**src/design/rsd_pkg.sv**
```systemverilog
// ----------------------------------------------------------------------------
// Readout stream deframer package
// Shared types, codes and record builders for the deframer front and back.
// ----------------------------------------------------------------------------
package rsd_pkg;

   typedef enum logic [13:0] {
      ST_WAIT_START  = 14'h0001,
      ST_WAIT_BOARD  = 14'h0002,
      ST_WCNT        = 14'h0004,
      ST_EVNUM       = 14'h0008,
      ST_FRNUM       = 14'h0010,
      ST_CSUM        = 14'h0020,
      ST_SNUM        = 14'h0040,
      ST_WAIT_CHAN   = 14'h0080,
      ST_WAIT_RSTART = 14'h0100,
      ST_WAIT_REND   = 14'h0200,
      ST_HDR_L       = 14'h0400,
      ST_RESYNC      = 14'h0800,
      ST_EV_END      = 14'h1000,
      ST_END_TAG     = 14'h2000
   } parse_state_type;

   localparam logic [2:0] KIND_SAMPLE    = 3'd0;
   localparam logic [2:0] KIND_CHAN_END  = 3'd1;
   localparam logic [2:0] KIND_BOARD_HDR = 3'd2;
   localparam logic [2:0] KIND_FIELD     = 3'd3;
   localparam logic [2:0] KIND_TOTALS    = 3'd4;
   localparam logic [2:0] KIND_INVALID   = 3'd5;
   localparam logic [2:0] KIND_EVENT_END = 3'd6;

   localparam logic [1:0] REG_START_PAT = 2'd0;
   localparam logic [1:0] REG_END_PAT   = 2'd1;
   localparam logic [1:0] REG_BOARD_PAT = 2'd2;
   localparam logic [1:0] REG_HUFF_TAB  = 2'd3;

   typedef enum logic [1:0] {
      SOP_NONE  = 2'd0,
      SOP_PLAIN = 2'd1,
      SOP_LAST  = 2'd2,
      SOP_HUFF  = 2'd3
   } sop_type;

   typedef struct packed {
      logic [2:0]  kind;
      logic [4:0]  slot;
      logic [5:0]  chan_num;
      logic [5:0]  chan_frame;
      logic [31:0] value_a;
      logic [31:0] value_b;
      logic [2:0]  flags;
   } rec_type;

   typedef struct packed {
      logic [1:0]  nrec;
      rec_type     rec0;
      rec_type     rec1;
      logic        clr_sc;
      sop_type     sop;
      logic [14:0] sdata;
      logic [4:0]  slot;
      logic [11:0] chan_info;
      logic [15:0] region_idx;
      logic [13:0] region_time;
   } cmd_type;

   function automatic rec_type rec_blank(logic [2:0] kind, logic [4:0] slot);
      rec_type r;
      r = '0;
      r.kind = kind;
      r.slot = slot;
      return r;
   endfunction

   function automatic rec_type rec_chan_end(logic [4:0] slot, logic [11:0] ci,
                                            logic [15:0] sm, logic [15:0] em);
      rec_type r;
      r = rec_blank(KIND_CHAN_END, slot);
      r.chan_num = ci[5:0];
      r.chan_frame = ci[11:6];
      r.value_a = {16'h0, sm};
      r.value_b = {16'h0, em};
      return r;
   endfunction

   function automatic rec_type rec_totals(logic [4:0] slot, logic [31:0] wc,
                                          logic [31:0] cs);
      rec_type r;
      r = rec_blank(KIND_TOTALS, slot);
      r.value_a = wc;
      r.value_b = cs;
      return r;
   endfunction

   function automatic rec_type rec_event_end(logic [31:0] ec, logic [1:0] fl);
      rec_type r;
      r = rec_blank(KIND_EVENT_END, 5'd0);
      r.value_a = ec;
      r.flags = {1'b0, fl};
      return r;
   endfunction

   function automatic logic slot_ok(logic [4:0] s);
      return (s > 5'd2) && (s < 5'd19);
   endfunction

endpackage

```
**src/design/rsd_req_if.sv**
```systemverilog
// ----------------------------------------------------------------------------
// Deframer request channel
// Valid/ready channel that carries one 16-bit stream word per request.
// ----------------------------------------------------------------------------
interface rsd_req_if;
   logic        valid;
   logic        ready;
   logic [15:0] stream_word;

   modport source (output valid, output stream_word, input ready);
   modport sink (input valid, input stream_word, output ready);
endinterface

```
**src/design/rsd_rsp_if.sv**
```systemverilog
// ----------------------------------------------------------------------------
// Deframer result channel
// Valid/ready channel that carries one decoded record per transfer.
// ----------------------------------------------------------------------------
interface rsd_rsp_if;
   logic        valid;
   logic        ready;
   logic [2:0]  kind;
   logic [4:0]  board_slot;
   logic [5:0]  channel_number;
   logic [5:0]  channel_frame;
   logic [15:0] region_index;
   logic [15:0] sample_time;
   logic [15:0] adc_value;
   logic [31:0] value_a;
   logic [31:0] value_b;
   logic [2:0]  flag_bits;
   logic        last;

   modport source (output valid, output kind, output board_slot, output channel_number,
                   output channel_frame, output region_index, output sample_time,
                   output adc_value, output value_a, output value_b, output flag_bits,
                   output last, input ready);
   modport sink (input valid, input kind, input board_slot, input channel_number,
                 input channel_frame, input region_index, input sample_time,
                 input adc_value, input value_a, input value_b, input flag_bits,
                 input last, output ready);
endinterface

```
**src/design/readout_stream_deframer.sv**
```systemverilog
// ----------------------------------------------------------------------------
// Readout stream deframer
// Parses a 16-bit detector readout stream into sample and bookkeeping records.
// ----------------------------------------------------------------------------
// The request channel takes one 16-bit stream word per request, low half of
// each 32-bit word first. The result channel delivers records (samples,
// channel ends, board headers and fields, board totals, board invalid and
// event ends); last marks the final record caused by a request.
// The parser front takes a request every cycle while its four-entry command
// queue has room. The back end drains one record per cycle while the
// receiver takes them; a request causes up to fifteen records for a zero-run
// word. The first record of a request passes through the command queue, the
// back end's command register and the output register before it appears.
// Registers are written over the APB-style port at byte addresses 0, 8, 16, 24;
// the user must write them only while the block is idle, which the block does
// not enforce. Reset clears the parser, queue, output valid and registers.
// When the receiver stalls, the output register holds its record, the back
// end waits, the queue fills, and then the request channel deasserts ready.
// ----------------------------------------------------------------------------
module readout_stream_deframer (
   input  logic        clock,
   input  logic        reset,
   rsd_req_if.sink     req_bus,
   rsd_rsp_if.source   rsp_bus,
   input  logic        csr_psel,
   input  logic        csr_penable,
   input  logic        csr_pwrite,
   input  logic [4:0]  csr_paddr,
   input  logic [63:0] csr_pwdata,
   output logic [63:0] csr_prdata,
   output logic        csr_pready
);
   import rsd_pkg::*;

   logic [31:0] start_pat_ff;
   logic [15:0] end_pat_ff, board_pat_ff;
   logic [59:0] huff_tab_ff;
   logic        wr_en, accept, cmd_push, cmd_pop, q_full, q_avail;
   cmd_type     cmd_in, cmd_head;

   assign csr_pready = 1'b1;
   assign wr_en = csr_psel && csr_penable && csr_pwrite;
   assign req_bus.ready = !q_full;
   assign accept = req_bus.valid && !q_full;

   always_comb begin
      unique case (csr_paddr[4:3])
         REG_START_PAT: csr_prdata = {32'h0, start_pat_ff};
         REG_END_PAT:   csr_prdata = {48'h0, end_pat_ff};
         REG_BOARD_PAT: csr_prdata = {48'h0, board_pat_ff};
         default:       csr_prdata = {4'h0, huff_tab_ff};
      endcase
   end

   always_ff @(posedge clock) begin
      if (reset) begin
         start_pat_ff <= '0;
         end_pat_ff <= '0;
         board_pat_ff <= '0;
         huff_tab_ff <= '0;
      end else if (wr_en) begin
         unique case (csr_paddr[4:3])
            REG_START_PAT: start_pat_ff <= csr_pwdata[31:0];
            REG_END_PAT:   end_pat_ff <= csr_pwdata[15:0];
            REG_BOARD_PAT: board_pat_ff <= csr_pwdata[15:0];
            default:       huff_tab_ff <= csr_pwdata[59:0];
         endcase
      end
   end

   rsd_front u_front (
      .clock     (clock),
      .reset     (reset),
      .accept    (accept),
      .word      (req_bus.stream_word),
      .start_pat (start_pat_ff),
      .end_pat   (end_pat_ff),
      .board_pat (board_pat_ff),
      .cmd_push  (cmd_push),
      .cmd       (cmd_in)
   );

   rsd_cmd_fifo u_queue (
      .clock     (clock),
      .reset     (reset),
      .push      (cmd_push),
      .push_data (cmd_in),
      .pop       (cmd_pop),
      .pop_data  (cmd_head),
      .full      (q_full),
      .not_empty (q_avail)
   );

   rsd_back u_back (
      .clock     (clock),
      .reset     (reset),
      .huff_tab  (huff_tab_ff),
      .cmd_avail (q_avail),
      .cmd_head  (cmd_head),
      .cmd_pop   (cmd_pop),
      .rsp_bus   (rsp_bus)
   );
endmodule

```
**src/design/rsd_front.sv**
```systemverilog
// ----------------------------------------------------------------------------
// Deframer parser front
// Pairs half words, runs the stream parser and issues at most one command per request.
// ----------------------------------------------------------------------------
module rsd_front (
   input  logic              clock,
   input  logic              reset,
   input  logic              accept,
   input  logic [15:0]       word,
   input  logic [31:0]       start_pat,
   input  logic [15:0]       end_pat,
   input  logic [15:0]       board_pat,
   output logic              cmd_push,
   output rsd_pkg::cmd_type  cmd
);
   import rsd_pkg::*;

   parse_state_type state_ff, state_in;
   logic        half_ff, half_in;
   logic [15:0] low_ff, low_in;
   logic [4:0]  slot_ff, slot_in;
   logic [31:0] wc_ff, wc_in, cs_ff, cs_in, ec_ff, ec_in;
   logic [15:0] rc_ff, rc_in, sm_ff, sm_in, em_ff, em_in;
   logic [13:0] rt_ff, rt_in;
   logic        armed_ff, armed_in;
   logic [1:0]  fl_ff, fl_in;
   logic [11:0] ci_ff, ci_in;

   rec_type     recs [2];
   logic [1:0]  n;
   logic        clr;
   sop_type     sop;
   logic [31:0] w32;
   logic [3:0]  hi4;
   logic [4:0]  s;

   always_comb begin
      state_in = state_ff; half_in = half_ff; low_in = low_ff; slot_in = slot_ff;
      wc_in = wc_ff; cs_in = cs_ff; ec_in = ec_ff; rc_in = rc_ff; sm_in = sm_ff;
      em_in = em_ff; rt_in = rt_ff; armed_in = armed_ff; fl_in = fl_ff; ci_in = ci_ff;
      recs[0] = '0; recs[1] = '0; n = 2'd0; clr = 1'b0; sop = SOP_NONE;
      w32 = {word, low_ff};
      hi4 = word[15:12];
      s = '0;
      if (accept) begin
         if (|state_ff[6:0]) begin
            if (!half_ff) begin
               low_in = word;
               half_in = 1'b1;
            end else begin
               half_in = 1'b0;
               unique case (state_ff)
                  ST_WAIT_START: begin
                     if (w32 == start_pat) begin
                        if (ec_ff != 32'd0) begin
                           recs[0] = rec_event_end(ec_ff, fl_ff);
                           n = 2'd1;
                        end
                        ec_in = ec_ff + 32'd1;
                        fl_in = 2'd3;
                        state_in = ST_WAIT_BOARD;
                     end else if (w32 == {16'hFFFF, end_pat}) begin
                        state_in = ST_END_TAG;
                     end
                  end
                  ST_WAIT_BOARD: begin
                     if (w32 == {end_pat, 16'h0000}) begin
                        clr = 1'b1;
                        fl_in = fl_ff & 2'd2;
                        state_in = ST_WAIT_START;
                     end else if (w32[15:0] == board_pat && w32[31:28] == 4'hF) begin
                        s = w32[20:16];
                        slot_in = s;
                        if (slot_ok(s)) begin
                           fl_in = fl_ff & 2'd1;
                           recs[0] = rec_blank(KIND_BOARD_HDR, s);
                           recs[0].value_a = {28'h0, w32[24:21]};
                           recs[0].flags = w32[27:25];
                           n = 2'd1;
                           wc_in = '0;
                           cs_in = '0;
                           state_in = ST_WCNT;
                        end else begin
                           state_in = ST_RESYNC;
                        end
                     end else begin
                        state_in = ST_RESYNC;
                     end
                  end
                  default: begin
                     if (w32[31:28] == 4'hF && w32[15:12] == 4'hF) begin
                        recs[0] = rec_blank(KIND_FIELD, slot_ff);
                        recs[0].value_b = {8'h0, w32[11:0], w32[27:16]};
                        n = 2'd1;
                        priority case (state_ff)
                           ST_WCNT: begin
                              recs[0].value_a = 32'd0;
                              state_in = ST_EVNUM;
                           end
                           ST_EVNUM: begin
                              recs[0].value_a = 32'd1;
                              state_in = ST_FRNUM;
                           end
                           ST_FRNUM: begin
                              recs[0].value_a = 32'd2;
                              state_in = ST_CSUM;
                           end
                           ST_CSUM: begin
                              recs[0].value_a = 32'd3;
                              state_in = ST_SNUM;
                           end
                           default: begin
                              n = 2'd0;
                              state_in = ST_WAIT_CHAN;
                           end
                        endcase
                     end else begin
                        recs[0] = rec_blank(KIND_INVALID, slot_ff);
                        n = 2'd1;
                        state_in = ST_RESYNC;
                     end
                  end
               endcase
            end
         end else begin
            half_in = 1'b0;
            unique case (state_ff)
               ST_END_TAG: begin
                  if (word == 16'hFFFF) begin
                     ec_in = ec_ff + 32'd1;
                     fl_in = 2'd3;
                     state_in = ST_WAIT_BOARD;
                  end else begin
                     state_in = ST_RESYNC;
                  end
               end
               ST_WAIT_CHAN: begin
                  if (word == 16'h0) begin
                     recs[0] = rec_totals(slot_ff, wc_ff, cs_ff);
                     n = 2'd1;
                     state_in = ST_EV_END;
                  end else if (word == board_pat) begin
                     state_in = ST_HDR_L;
                  end else begin
                     wc_in = wc_ff + 32'd1;
                     cs_in = cs_ff + {16'h0, word};
                     if (hi4 == 4'h1) begin
                        ci_in = word[11:0];
                        rc_in = '0; armed_in = 1'b1; sm_in = '0; em_in = '0;
                        state_in = ST_WAIT_RSTART;
                     end
                  end
               end
               ST_WAIT_RSTART, ST_WAIT_REND: begin
                  if (state_ff == ST_WAIT_REND && (word == 16'h0 || word == board_pat ||
                      hi4 == 4'h1 || word[15:14] == 2'b01)) begin
                     em_in = em_ff + 16'd1;
                  end
                  if (word == 16'h0) begin
                     recs[0] = rec_chan_end(slot_ff, ci_ff, sm_ff, em_in);
                     recs[1] = rec_totals(slot_ff, wc_ff, cs_ff);
                     n = 2'd2;
                     state_in = ST_EV_END;
                  end else if (word == board_pat) begin
                     recs[0] = rec_chan_end(slot_ff, ci_ff, sm_ff, em_in);
                     n = 2'd1;
                     state_in = ST_HDR_L;
                  end else begin
                     wc_in = wc_ff + 32'd1;
                     cs_in = cs_ff + {16'h0, word};
                     if (hi4 == 4'h1) begin
                        recs[0] = rec_chan_end(slot_ff, ci_ff, sm_ff, em_in);
                        n = 2'd1;
                        ci_in = word[11:0];
                        rc_in = '0; armed_in = 1'b1; sm_in = '0; em_in = '0;
                        state_in = ST_WAIT_RSTART;
                     end else if (word[15:14] == 2'b01) begin
                        rt_in = word[13:0];
                        rc_in = rc_ff + 16'd1;
                        clr = 1'b1;
                        armed_in = 1'b1;
                        state_in = ST_WAIT_REND;
                     end else if (state_ff == ST_WAIT_RSTART) begin
                        if (armed_ff) begin
                           sm_in = sm_ff + 16'd1;
                           armed_in = 1'b0;
                        end
                     end else if (hi4 == 4'h3) begin
                        sop = SOP_LAST;
                        state_in = ST_WAIT_RSTART;
                     end else if (hi4 == 4'h2) begin
                        sop = SOP_PLAIN;
                     end else if (word[15]) begin
                        sop = SOP_HUFF;
                     end
                  end
               end
               ST_HDR_L: begin
                  if (slot_ok(slot_ff)) begin
                     recs[0] = rec_totals(slot_ff, wc_ff, cs_ff);
                     n = 2'd1;
                  end
                  clr = 1'b1;
                  if (word == 16'hFFFF) begin
                     recs[n[0]] = rec_event_end(ec_ff, fl_ff);
                     n = n + 2'd1;
                     ec_in = ec_ff + 32'd1;
                     fl_in = 2'd3;
                     state_in = ST_WAIT_BOARD;
                  end else if (hi4 == 4'hF) begin
                     s = word[4:0];
                     slot_in = s;
                     if (slot_ok(s)) begin
                        recs[n[0]] = rec_blank(KIND_BOARD_HDR, s);
                        recs[n[0]].value_a = {28'h0, word[8:5]};
                        recs[n[0]].flags = word[11:9];
                        n = n + 2'd1;
                        wc_in = '0;
                        cs_in = '0;
                        state_in = ST_WCNT;
                     end else begin
                        state_in = ST_RESYNC;
                     end
                  end else begin
                     state_in = ST_RESYNC;
                  end
               end
               ST_RESYNC: begin
                  if (word == 16'h0) state_in = ST_EV_END;
                  else if (word == 16'hFFFF) state_in = ST_HDR_L;
               end
               ST_EV_END: begin
                  clr = 1'b1;
                  if (word == end_pat) begin
                     fl_in = fl_ff & 2'd2;
                     state_in = ST_WAIT_START;
                  end else if (word == board_pat) begin
                     fl_in = fl_ff | 2'd1;
                     state_in = ST_HDR_L;
                  end
               end
               default: begin
                  state_in = ST_WAIT_START;
               end
            endcase
         end
      end
   end

   always_comb begin
      cmd.nrec = n;
      cmd.rec0 = recs[0];
      cmd.rec1 = recs[1];
      cmd.clr_sc = clr;
      cmd.sop = sop;
      cmd.sdata = word[14:0];
      cmd.slot = slot_ff;
      cmd.chan_info = ci_ff;
      cmd.region_idx = rc_ff - 16'd1;
      cmd.region_time = rt_ff;
      cmd_push = accept && ((n != 2'd0) || clr || (sop != SOP_NONE));
   end

   always_ff @(posedge clock) begin
      if (reset) begin
         state_ff <= ST_WAIT_START; half_ff <= 1'b0; low_ff <= '0; slot_ff <= '0;
         wc_ff <= '0; cs_ff <= '0; ec_ff <= '0; rc_ff <= '0; sm_ff <= '0; em_ff <= '0;
         rt_ff <= '0; armed_ff <= 1'b1; fl_ff <= '0; ci_ff <= '0;
      end else begin
         state_ff <= state_in; half_ff <= half_in; low_ff <= low_in; slot_ff <= slot_in;
         wc_ff <= wc_in; cs_ff <= cs_in; ec_ff <= ec_in; rc_ff <= rc_in; sm_ff <= sm_in;
         em_ff <= em_in; rt_ff <= rt_in; armed_ff <= armed_in; fl_ff <= fl_in;
         ci_ff <= ci_in;
      end
   end
endmodule

```
**src/design/rsd_cmd_fifo.sv**
```systemverilog
// ----------------------------------------------------------------------------
// Deframer command queue
// Four-entry queue of parser commands between the front and the back.
// ----------------------------------------------------------------------------
module rsd_cmd_fifo (
   input  logic              clock,
   input  logic              reset,
   input  logic              push,
   input  rsd_pkg::cmd_type  push_data,
   input  logic              pop,
   output rsd_pkg::cmd_type  pop_data,
   output logic              full,
   output logic              not_empty
);
   import rsd_pkg::*;

   cmd_type     mem [4];
   logic [1:0]  wr_ff, wr_in, rd_ff, rd_in;
   logic [2:0]  cnt_ff, cnt_in;

   always_comb begin
      wr_in = wr_ff + {1'b0, push};
      rd_in = rd_ff + {1'b0, pop};
      cnt_in = cnt_ff + {2'b0, push} - {2'b0, pop};
      full = (cnt_ff == 3'd4);
      not_empty = (cnt_ff != 3'd0);
      pop_data = mem[rd_ff];
   end

   always_ff @(posedge clock) begin
      if (push) begin
         mem[wr_ff] <= push_data;
      end
   end

   always_ff @(posedge clock) begin
      if (reset) begin
         wr_ff <= '0;
         rd_ff <= '0;
         cnt_ff <= '0;
      end else begin
         wr_ff <= wr_in;
         rd_ff <= rd_in;
         cnt_ff <= cnt_in;
      end
   end
endmodule

```
**src/design/rsd_back.sv**
```systemverilog
// ----------------------------------------------------------------------------
// Deframer record back end
// Expands commands into result records, including zero-run sample words.
// ----------------------------------------------------------------------------
module rsd_back (
   input  logic              clock,
   input  logic              reset,
   input  logic [59:0]       huff_tab,
   input  logic              cmd_avail,
   input  rsd_pkg::cmd_type  cmd_head,
   output logic              cmd_pop,
   rsd_rsp_if.source         rsp_bus
);
   import rsd_pkg::*;

   cmd_type     cur_ff, cur_in;
   logic        busy_ff, busy_in;
   logic        idx_ff, idx_in;
   logic [14:0] mask_ff, mask_in;
   logic [15:0] adc_ff, adc_in, sc_ff, sc_in;
   logic        ov_ff, ov_in;
   rec_type     orec_ff, orec_in;
   logic [15:0] oridx_ff, oridx_in, otime_ff, otime_in, oadc_ff, oadc_in;
   logic        olast_ff, olast_in;

   logic        out_free, emit, done;
   logic [3:0]  lo_pos, hi_pos, run;
   logic [14:0] rest;
   logic [3:0]  dlt;
   logic [15:0] samp;
   logic        new_busy;

   function automatic logic [3:0] low_index(logic [14:0] m);
      logic [3:0] p;
      p = 4'd15;
      for (int i = 14; i >= 0; i--) begin
         if (m[i]) p = 4'(i);
      end
      return p;
   endfunction

   always_comb begin
      cur_in = cur_ff; busy_in = busy_ff; idx_in = idx_ff; mask_in = mask_ff;
      adc_in = adc_ff; sc_in = sc_ff;
      ov_in = ov_ff && !rsp_bus.ready;
      orec_in = orec_ff; oridx_in = oridx_ff; otime_in = otime_ff; oadc_in = oadc_ff;
      olast_in = olast_ff;
      out_free = !ov_ff || rsp_bus.ready;
      emit = 1'b0; done = 1'b0;
      rest = mask_ff & (mask_ff - 15'd1);
      lo_pos = low_index(mask_ff);
      hi_pos = low_index(rest);
      run = hi_pos - lo_pos - 4'd1;
      dlt = huff_tab[{run, 2'b00} +: 4];
      samp = '0;
      new_busy = 1'b0;

      if (busy_ff && out_free) begin
         emit = 1'b1;
         oridx_in = '0; otime_in = '0; oadc_in = '0;
         if (idx_ff == 1'b0 && cur_ff.nrec != 2'd0) begin
            orec_in = cur_ff.rec0;
            done = (cur_ff.nrec == 2'd1);
            idx_in = 1'b1;
         end else if (cur_ff.nrec == 2'd2) begin
            orec_in = cur_ff.rec1;
            done = 1'b1;
         end else begin
            orec_in = rec_blank(KIND_SAMPLE, cur_ff.slot);
            orec_in.chan_num = cur_ff.chan_info[5:0];
            orec_in.chan_frame = cur_ff.chan_info[11:6];
            oridx_in = cur_ff.region_idx;
            otime_in = {2'b00, cur_ff.region_time} + sc_ff;
            unique case (cur_ff.sop)
               SOP_PLAIN: begin
                  samp = {4'h0, cur_ff.sdata[11:0]};
                  adc_in = samp;
                  sc_in = sc_ff + 16'd1;
                  done = 1'b1;
               end
               SOP_LAST: begin
                  samp = {4'h0, cur_ff.sdata[11:0]};
                  done = 1'b1;
               end
               SOP_HUFF: begin
                  samp = adc_ff + {{12{dlt[3]}}, dlt};
                  adc_in = samp;
                  sc_in = sc_ff + 16'd1;
                  mask_in = rest;
                  done = (rest == 15'd0);
               end
               default: begin
                  done = 1'b1;
               end
            endcase
            oadc_in = samp;
         end
         olast_in = done;
         ov_in = 1'b1;
      end

      cmd_pop = cmd_avail && (!busy_ff || done);
      if (done) busy_in = 1'b0;
      if (cmd_pop) begin
         new_busy = (cmd_head.nrec != 2'd0) || (cmd_head.sop == SOP_PLAIN) ||
                    (cmd_head.sop == SOP_LAST) ||
                    (cmd_head.sop == SOP_HUFF && cmd_head.sdata != 15'd0);
         cur_in = cmd_head;
         idx_in = 1'b0;
         mask_in = cmd_head.sdata;
         busy_in = new_busy;
         if (cmd_head.clr_sc) sc_in = '0;
      end
   end

   always_comb begin
      rsp_bus.valid = ov_ff;
      rsp_bus.kind = orec_ff.kind;
      rsp_bus.board_slot = orec_ff.slot;
      rsp_bus.channel_number = orec_ff.chan_num;
      rsp_bus.channel_frame = orec_ff.chan_frame;
      rsp_bus.region_index = oridx_ff;
      rsp_bus.sample_time = otime_ff;
      rsp_bus.adc_value = oadc_ff;
      rsp_bus.value_a = orec_ff.value_a;
      rsp_bus.value_b = orec_ff.value_b;
      rsp_bus.flag_bits = orec_ff.flags;
      rsp_bus.last = olast_ff;
   end

   always_ff @(posedge clock) begin
      cur_ff <= cur_in;
      idx_ff <= idx_in;
      mask_ff <= mask_in;
      if (emit) begin
         orec_ff <= orec_in;
         oridx_ff <= oridx_in;
         otime_ff <= otime_in;
         oadc_ff <= oadc_in;
         olast_ff <= olast_in;
      end
   end

   always_ff @(posedge clock) begin
      if (reset) begin
         busy_ff <= 1'b0;
         ov_ff <= 1'b0;
         adc_ff <= '0;
         sc_ff <= '0;
      end else begin
         busy_ff <= busy_in;
         ov_ff <= ov_in;
         adc_ff <= adc_in;
         sc_ff <= sc_in;
      end
   end
endmodule
```
**src/flat_wrapper.sv**
```systemverilog
// flat-port wrapper written by rule: the top's interface ports become plain ports
module readout_stream_deframer_flat import rsd_pkg::*;
  (clock, reset, csr_psel, csr_penable, csr_pwrite, csr_paddr, csr_pwdata, csr_prdata, csr_pready, req_bus_valid, req_bus_stream_word, req_bus_ready, rsp_bus_valid, rsp_bus_kind, rsp_bus_board_slot, rsp_bus_channel_number, rsp_bus_channel_frame, rsp_bus_region_index, rsp_bus_sample_time, rsp_bus_adc_value, rsp_bus_value_a, rsp_bus_value_b, rsp_bus_flag_bits, rsp_bus_last, rsp_bus_ready);
  rsd_req_if req_bus_i ();
  rsd_rsp_if rsp_bus_i ();
  input  logic clock;
  input  logic reset;
  input  logic csr_psel;
  input  logic csr_penable;
  input  logic csr_pwrite;
  input  logic [4:0] csr_paddr;
  input  logic [63:0] csr_pwdata;
  output logic [63:0] csr_prdata;
  output logic csr_pready;
  input wire logic [$bits(req_bus_i.valid)-1:0] req_bus_valid;
  input wire logic [$bits(req_bus_i.stream_word)-1:0] req_bus_stream_word;
  output wire logic [$bits(req_bus_i.ready)-1:0] req_bus_ready;
  output wire logic [$bits(rsp_bus_i.valid)-1:0] rsp_bus_valid;
  output wire logic [$bits(rsp_bus_i.kind)-1:0] rsp_bus_kind;
  output wire logic [$bits(rsp_bus_i.board_slot)-1:0] rsp_bus_board_slot;
  output wire logic [$bits(rsp_bus_i.channel_number)-1:0] rsp_bus_channel_number;
  output wire logic [$bits(rsp_bus_i.channel_frame)-1:0] rsp_bus_channel_frame;
  output wire logic [$bits(rsp_bus_i.region_index)-1:0] rsp_bus_region_index;
  output wire logic [$bits(rsp_bus_i.sample_time)-1:0] rsp_bus_sample_time;
  output wire logic [$bits(rsp_bus_i.adc_value)-1:0] rsp_bus_adc_value;
  output wire logic [$bits(rsp_bus_i.value_a)-1:0] rsp_bus_value_a;
  output wire logic [$bits(rsp_bus_i.value_b)-1:0] rsp_bus_value_b;
  output wire logic [$bits(rsp_bus_i.flag_bits)-1:0] rsp_bus_flag_bits;
  output wire logic [$bits(rsp_bus_i.last)-1:0] rsp_bus_last;
  input wire logic [$bits(rsp_bus_i.ready)-1:0] rsp_bus_ready;
  assign req_bus_i.valid = req_bus_valid;
  assign req_bus_i.stream_word = req_bus_stream_word;
  assign req_bus_ready = req_bus_i.ready;
  assign rsp_bus_valid = rsp_bus_i.valid;
  assign rsp_bus_kind = rsp_bus_i.kind;
  assign rsp_bus_board_slot = rsp_bus_i.board_slot;
  assign rsp_bus_channel_number = rsp_bus_i.channel_number;
  assign rsp_bus_channel_frame = rsp_bus_i.channel_frame;
  assign rsp_bus_region_index = rsp_bus_i.region_index;
  assign rsp_bus_sample_time = rsp_bus_i.sample_time;
  assign rsp_bus_adc_value = rsp_bus_i.adc_value;
  assign rsp_bus_value_a = rsp_bus_i.value_a;
  assign rsp_bus_value_b = rsp_bus_i.value_b;
  assign rsp_bus_flag_bits = rsp_bus_i.flag_bits;
  assign rsp_bus_last = rsp_bus_i.last;
  assign rsp_bus_i.ready = rsp_bus_ready;
  readout_stream_deframer u_core (.clock(clock), .reset(reset), .req_bus(req_bus_i), .rsp_bus(rsp_bus_i), .csr_psel(csr_psel), .csr_penable(csr_penable), .csr_pwrite(csr_pwrite), .csr_paddr(csr_paddr), .csr_pwdata(csr_pwdata), .csr_prdata(csr_prdata), .csr_pready(csr_pready));
endmodule
```
**config.mk**
```make
export PLATFORM = sky130hd
export DESIGN_NAME = readout_stream_deframer_flat
export DESIGN_NICKNAME = d
export VERILOG_FILES = /design/src/design/rsd_pkg.sv /design/src/design/rsd_req_if.sv /design/src/design/rsd_rsp_if.sv /design/src/design/readout_stream_deframer.sv /design/src/design/rsd_front.sv /design/src/design/rsd_cmd_fifo.sv /design/src/design/rsd_back.sv /design/src/flat_wrapper.sv
export SDC_FILE = /design/constraint.sdc
export NUM_CORES = 2
export LEC_CHECK = 0
export BUFFER_PORTS_ARGS = -buffer_cell sky130_fd_sc_hd__buf_2
export CORE_ASPECT_RATIO = 1.4
export CORE_MARGIN = 2
export CORE_UTILIZATION = 35
export DETAILED_ROUTE_END_ITERATION = 7
export SLEW_MARGIN = 5
export SYNTH_ARGS = -nofsm -noshare
export SYNTH_HDL_FRONTEND = slang
export SYNTH_SLANG_ARGS = --single-unit
export TNS_END_PERCENT = 5
```
**constraint.sdc**
```tcl
create_clock -name clock -period 47.9 [get_ports clock]
set_input_delay 9.58 -clock clock [delete_from_list [all_inputs] [get_ports clock]]
set_output_delay 9.58 -clock clock [all_outputs]
set_load 0.005 [all_outputs]
```
# After elaboration in Yosys (flattened, before gate mapping)
# Memories as Yosys holds them, arrays and structs flattened. A register that Yosys moved wholly into a read port is not among the register bits.
# Cells that the tools add are included.
[classes]
n_reduce_logical = 81
n_addsub = 18
eq_ne = 74
n_shift = 1
n_bitwise = 11
muxes = 241
order_cmp = 6
[ops]
columns = ["op", "n"]
rows = [
  ["$mux W87", 14],
  ["$mux W32", 26],
  ["$bwmux W174", 4],
  ["$mux W174", 4],
  ["$mux W16", 23],
  ["$pmux W87 S2", 2],
  ["$mux W14", 22],
  ["$demux W87 S1", 3],
  ["$pmux W87 S3", 1],
  ["$mux W86", 3],
  ["$mux W85", 3],
  ["$pmux W60 S3", 1],
  ["$pmux W16 S2", 5],
  ["$pmux W32 S2", 2],
  ["$mux W4", 28],
  ["$eq A32 B32 Y1", 3],
  ["$pmux W14 S6", 1],
  ["$mux W15", 5],
  ["$mux W67", 1],
  ["$add A16 B1 Y16 const B", 4],
  ["$add A32 B1 Y32 const B", 2],
  ["$mux W2", 31],
  ["$shiftx A60 B7 Y4", 1],
  ["$eq A16 B16 Y1", 3],
  ["77 further kinds", 240],
]
[totals]
n_memories = 1
ff_bits = 763
ram_bits = 964
elab_cells = 493
inputBits = 92
out_inout_bits = 203
[memory_table]
columns = ["name", "depth", "word_bits", "rd", "rd_clocked_by_memory_dff", "write_ports", "line_no", "source"]
rows = [
  ["u_core.u_queue.mem", 4, 241, 1, 1, 1, "rsd_cmd_fifo.sv:17", "cmd_type mem [4];"],
]

# Depth between registers and ports, before layout
[depth]
ltp_word = 22
depth_mapped = 29
depth_no_buf = 27

# By module
# From an unflattened synthesis, not the netlist that was laid out.
[hier_totals]
cells_unflattened = 5228
area_unflattened_um2 = 74182.4
[by_module_without_submodules]
columns = ["mod", "n_inst", "cells_each", "seq_area_each_um2", "area_each_um2"]
rows = [
  ["rsd_cmd_fifo", 1, 1292, 29087.9, 35123.7],
  ["rsd_back", 1, 1159, 12351.8, 17372.9],
  ["rsd_front", 1, 2171, 4184.0, 15889.0],
  ["readout_stream_deframer", 1, 606, 2482.4, 5796.8],
]

# Least setup slack after synthesis
# Ideal clock, no wire load.
[synth_path]
path_kind = "input port to flip-flop"
from = "in req_bus_stream_word[1]"
to = "mem u_core.u_queue.mem[1][0] in the netlist's numbering (enable)"
required_ns = 46.757
stages = 12
t_arrival_ns = 28.186
setup_slack_ns = 18.571
path_buffers = 2
setup_ns = 1.143
path_cell_list = "clkbuf_1 > clkbuf_1 > a211oi_1 > xor2_1 > inv_1 > ha_1 > mux2i_1 > a21oi_1 > o221ai_1 > o2bb2ai_1 > nor4_2 > nor3b_1"
[synth_lines]
columns = ["element", "line_no", "source"]
rows = [
  ["start, declared", "flat_wrapper.sv:16", "input wire logic [$bits(req_bus_i.stream_word)-1:0] req_bus_stream_word;"],
  ["end, declared", "rsd_cmd_fifo.sv:17", ""],
]

# Worst setup path after layout
[layout_path]
from = "in csr_paddr[3]"
to = "out csr_prdata[20]"
[layout_between]
elab_chain_len = 2
word_cells_on_any_way = 4
classes_between = "eq/ne: 2; mux: 1; reduce/logical: 1"
[layout_lines]
columns = ["element", "line_no", "source"]
rows = [
  ["start, declared", "flat_wrapper.sv:11", "input logic [4:0] csr_paddr;"],
  ["$eq A2 B2 Y1 (tied with other cells)", "readout_stream_deframer.sv:47", "unique case (csr_paddr[4:3])"],
  ["$pmux W60 S3 *", "readout_stream_deframer.sv:47", ""],
  ["end, declared", "flat_wrapper.sv:13", "output logic [63:0] csr_prdata;"],
]
# Every way passes the cells marked *; elsewhere a longest branch is shown, timed or not.

==> out/results.txt <==
sequential fraction of the synthesis area: 0.653
CP Cell Sequence: buf_2 -> buf_4 -> nor2_1 -> a22o_1 -> buf_2
CTS tree: yes
RSZ-0062 raised after global routing: false
Int Pwr: 0.00301 W
Design Power: 0.00432 W
crit path DAT: 11.27 ns
global route total overflow: 0
max-slew violation count: 0
RePlAce Congestion: 0.911
Hold Path Class: reg -> reg
Max Clk Rate: 0.0480 GHz
Final period util: 0.435
most common cell after layout, fill and taps aside: edfxtp_1
EDFF count, synth: 1287
Max VDD drop: 0.0469 mV
Data required, critical path: 38.32 ns
# rows: 195
met2 WL: 94.2 mm
via count: 44654
Post-DRT Antenna Nets: 0
final setup TNS: 0 ns
post-CTS setup buffer count: 0
M1 wire length: 78.7 mm
Root Buffer Master: clkbuf_16
Final Skew: 0.0719 ns
hold_sp: u_core.u_back.adc_ff[13]$_SDFFE_PP0P_
power per standard cell area: 53.7 mW/mm2
top_reg_cell synth: edfxtp_1
CP max FO: 53
post-synthesis cell type count: 96
static leakage: 27.4 nW
minimum clock period: 20.85 ns
FFs w/ async S/R, synth: 0
crit end category: primary output
Clock power frac: 0.316
Seq pwr share: 0.441
DR WL/cell: 23.4 um
# resized after CTS: 0
Layout area overhead: 14.0%
TritonCTS sink count: 1662
synthesized cell area: 0.0707 mm2
switching part of the total: 0.303
Total Routing Usage GR: 0.182
biggest registers after layout: u_core.u_queue.mem (912), u_core.u_back.cur_ff (224), u_core.huff_tab_ff (60)
filler cell count: 18722
first-pass GRT wire length: 285 mm
Die ar.: 0.206 mm2
die height: 536 um
critical path's slowest cell: nor2_1
CP startpoint: csr_paddr[3]
Least-Margin Pin Slew: 1.22 ns
vias in the first global route: 44595
layout cell share with drive strength beyond 1: 0.175
final hold vios: 0
chip width: 384 um
final hold slack: 0.466 ns
IO Count: 295
Final setup viols: 0
Comb power frac: 0.243
Reg2Reg Launch Point: u_core.u_back.mask_ff[6]$_DFFE_PP_
First-pass DRT Iterations: 6
core area: 0.201 mm2
cell mode on critical path: buf_2
hold buffer count at CTS: 0
FF+latch count, synth: 1662
Initial Util: 0.352
Top Metal Used: met5
status: complete, no violations
startpoint types: input port
Setup CP Type: in -> out
Routed Wire Length: 191 mm
max FFs per register: 912
post-DP HPWL: 120 mm
post-synthesis cell count: 5202
relative slew slack: 0.178
H-tree Lvls: 4
clock slew at reported path FFs: 0.07 ns
Vias/cell: 5.46
drt drc: 0
Biggest register: u_core.u_queue.mem
initial antenna violation count: 13
Worst-Skew Late Latency: 0.86 ns
maximum root-to-sink buffer count: 4
CTS Buf Count: 171
Synth Area per Inst: 13.6 um2
synth warn: 0
Crit path largest cell delay: 0.86 ns
max cap viols: 0
number of buffers added on ports: 282
largest net degree at the start of global routing: 139
most frequent cells in the layout: edfxtp_1, nand2_1, a21oi_1, dfxtp_1, nor2_1
Met3 Wirelength: 11.9 mm
Psw: 0.00131 W
nets@finish: 5549
1st-iter DRT viols: 3988
## synth_stat cells (8+ instances only)
library cell | n | area share
clkbuf_1 | 254 | 0.013
o211ai_1 | 25 | 0.0027
a21oi_1 | 403 | 0.029
o31ai_1 | 11 | 0.0012
buf_2 | 39 | 0.0028
a31oi_1 | 52 | 0.0046
or2_2 | 16 | 0.0014
nor4b_1 | 8 | 0.00099
edfxtp_1 | 1287 | 0.55
o21ai_1 | 12 | 0.00085
mux4_2 | 256 | 0.082
inv_1 | 59 | 0.0031
or4_1 | 22 | 0.0023
buf_4 | 8 | 0.00085
nand4_1 | 62 | 0.0055
o22ai_1 | 26 | 0.0023
dfxtp_1 | 375 | 0.11
nand2b_1 | 31 | 0.0027
nor2b_1 | 29 | 0.0026
a21o_1 | 19 | 0.0020
xor2_1 | 158 | 0.020
nor4_1 | 58 | 0.0051
nand3_1 | 89 | 0.0063
nor3_1 | 79 | 0.0056
o21ai_0 | 96 | 0.0068
xnor2_1 | 70 | 0.0087
and4_1 | 13 | 0.0016
nand2_1 | 555 | 0.029
nor2_1 | 347 | 0.018
mux2i_1 | 30 | 0.0042
buf_1 | 57 | 0.0030
a221oi_1 | 26 | 0.0032
and3_1 | 93 | 0.0082
nor3b_1 | 11 | 0.0012
o21a_1 | 20 | 0.0021
or3_1 | 27 | 0.0024
and2_1 | 72 | 0.0064
a22oi_1 | 57 | 0.0061
a22o_1 | 98 | 0.012
a211oi_1 | 19 | 0.0020
a311oi_1 | 8 | 0.00099
ha_1 | 65 | 0.012
## power by group through the flow
| stage | combinational, W | sequential [W] | clock [W] |
|---|---|---|---|
| 2_1_floorplan | 0.000713 | 0.00191 | 0 |
| 3_3_place_gp | 0.00107 | 0.00194 | 0 |
| 3_5_place_dp | 0.00108 | 0.00194 | 0 |
| 4_1_cts | 0.00108 | 0.00191 | 0.00140 |
| 5_1_grt | 0.00116 | 0.00193 | 0.00145 |
| 6_report | 0.00105 | 0.00191 | 0.00137 |
## layer usage
| layer | vias to the layer above | track usage |
|---|---|---|
| met5 | - | 0 |
| li1 | 20163 | - |
| met3 | 387 | 0.0300 |
| met2 | 1583 | 0.308 |
| met1 | 22513 | 0.234 |
| met4 | 8 | 0.0679 |
## worst max-delay path: cells and delay by family
kind	cells	cell delay, ns
buffers and inverters	3	0.50
and+or+nand+nor	1	0.86
AOI/OAI and AO/OA	1	0.27
## stage by stage
step / setup slack [ns] / std cells / utilization / area, um2
2_1_floorplan: 18.57 / 5205 / - / 70700
5_1_grt: 26.93 / 8180 / 0.401 / 80600
4_1_cts: 27.08 / 8179 / 0.401 / 80600
3_5_place_dp: 27.08 / 7873 / 0.373 / 74900
3_3_place_gp: 27.21 / 7873 / 0.373 / 74900
6_report: 27.05 / 8183 / 0.401 / 80600
## path summary, 6_finish.rpt
kind	to	slack, ns	cells past startpoint
worst max-delay path	csr_prdata[20]	27.05	5
worst min-delay path	u_core.u_back.adc_ff[13]$_SDFFE_PP0P_	0.47	2
worst max register to register	u_core.u_back.adc_ff[15]$_SDFFE_PP0P_	39.81	20
worst min register to register	u_core.u_back.adc_ff[13]$_SDFFE_PP0P_	0.47	2
## layout make-up
class / instances / area (um2) / area share
Clock inverter: 92 / 1110 / 0.0138
Multi-Input combinational cell: 3121 / 23000 / 0.286
Inverter: 60 / 230 / 0.00286
Timing Repair Buffer: 371 / 2180 / 0.0270
Antenna cell: 4 / 10.0 / 0.000124
Clock buffer: 214 / 4550 / 0.0565
Sequential cell: 1662 / 46200 / 0.573
Tap cell: 2659 / 3330 / 0.0413
## cells by family after synthesis
group / count (synthesis) / synth area share
other: 2 / 0.000106
AND/OR/NAND/NOR: 1558 / 0.107
multiplexers: 290 / 0.0865
flip-flops: 1662 / 0.653
AO/OA/AOI/OAI: 965 / 0.0879
XOR/XNOR: 228 / 0.0283
adder cells (fa/ha/maj): 75 / 0.0136
buffers and inverters: 422 / 0.0238
(Power assumes the default switching activity.)
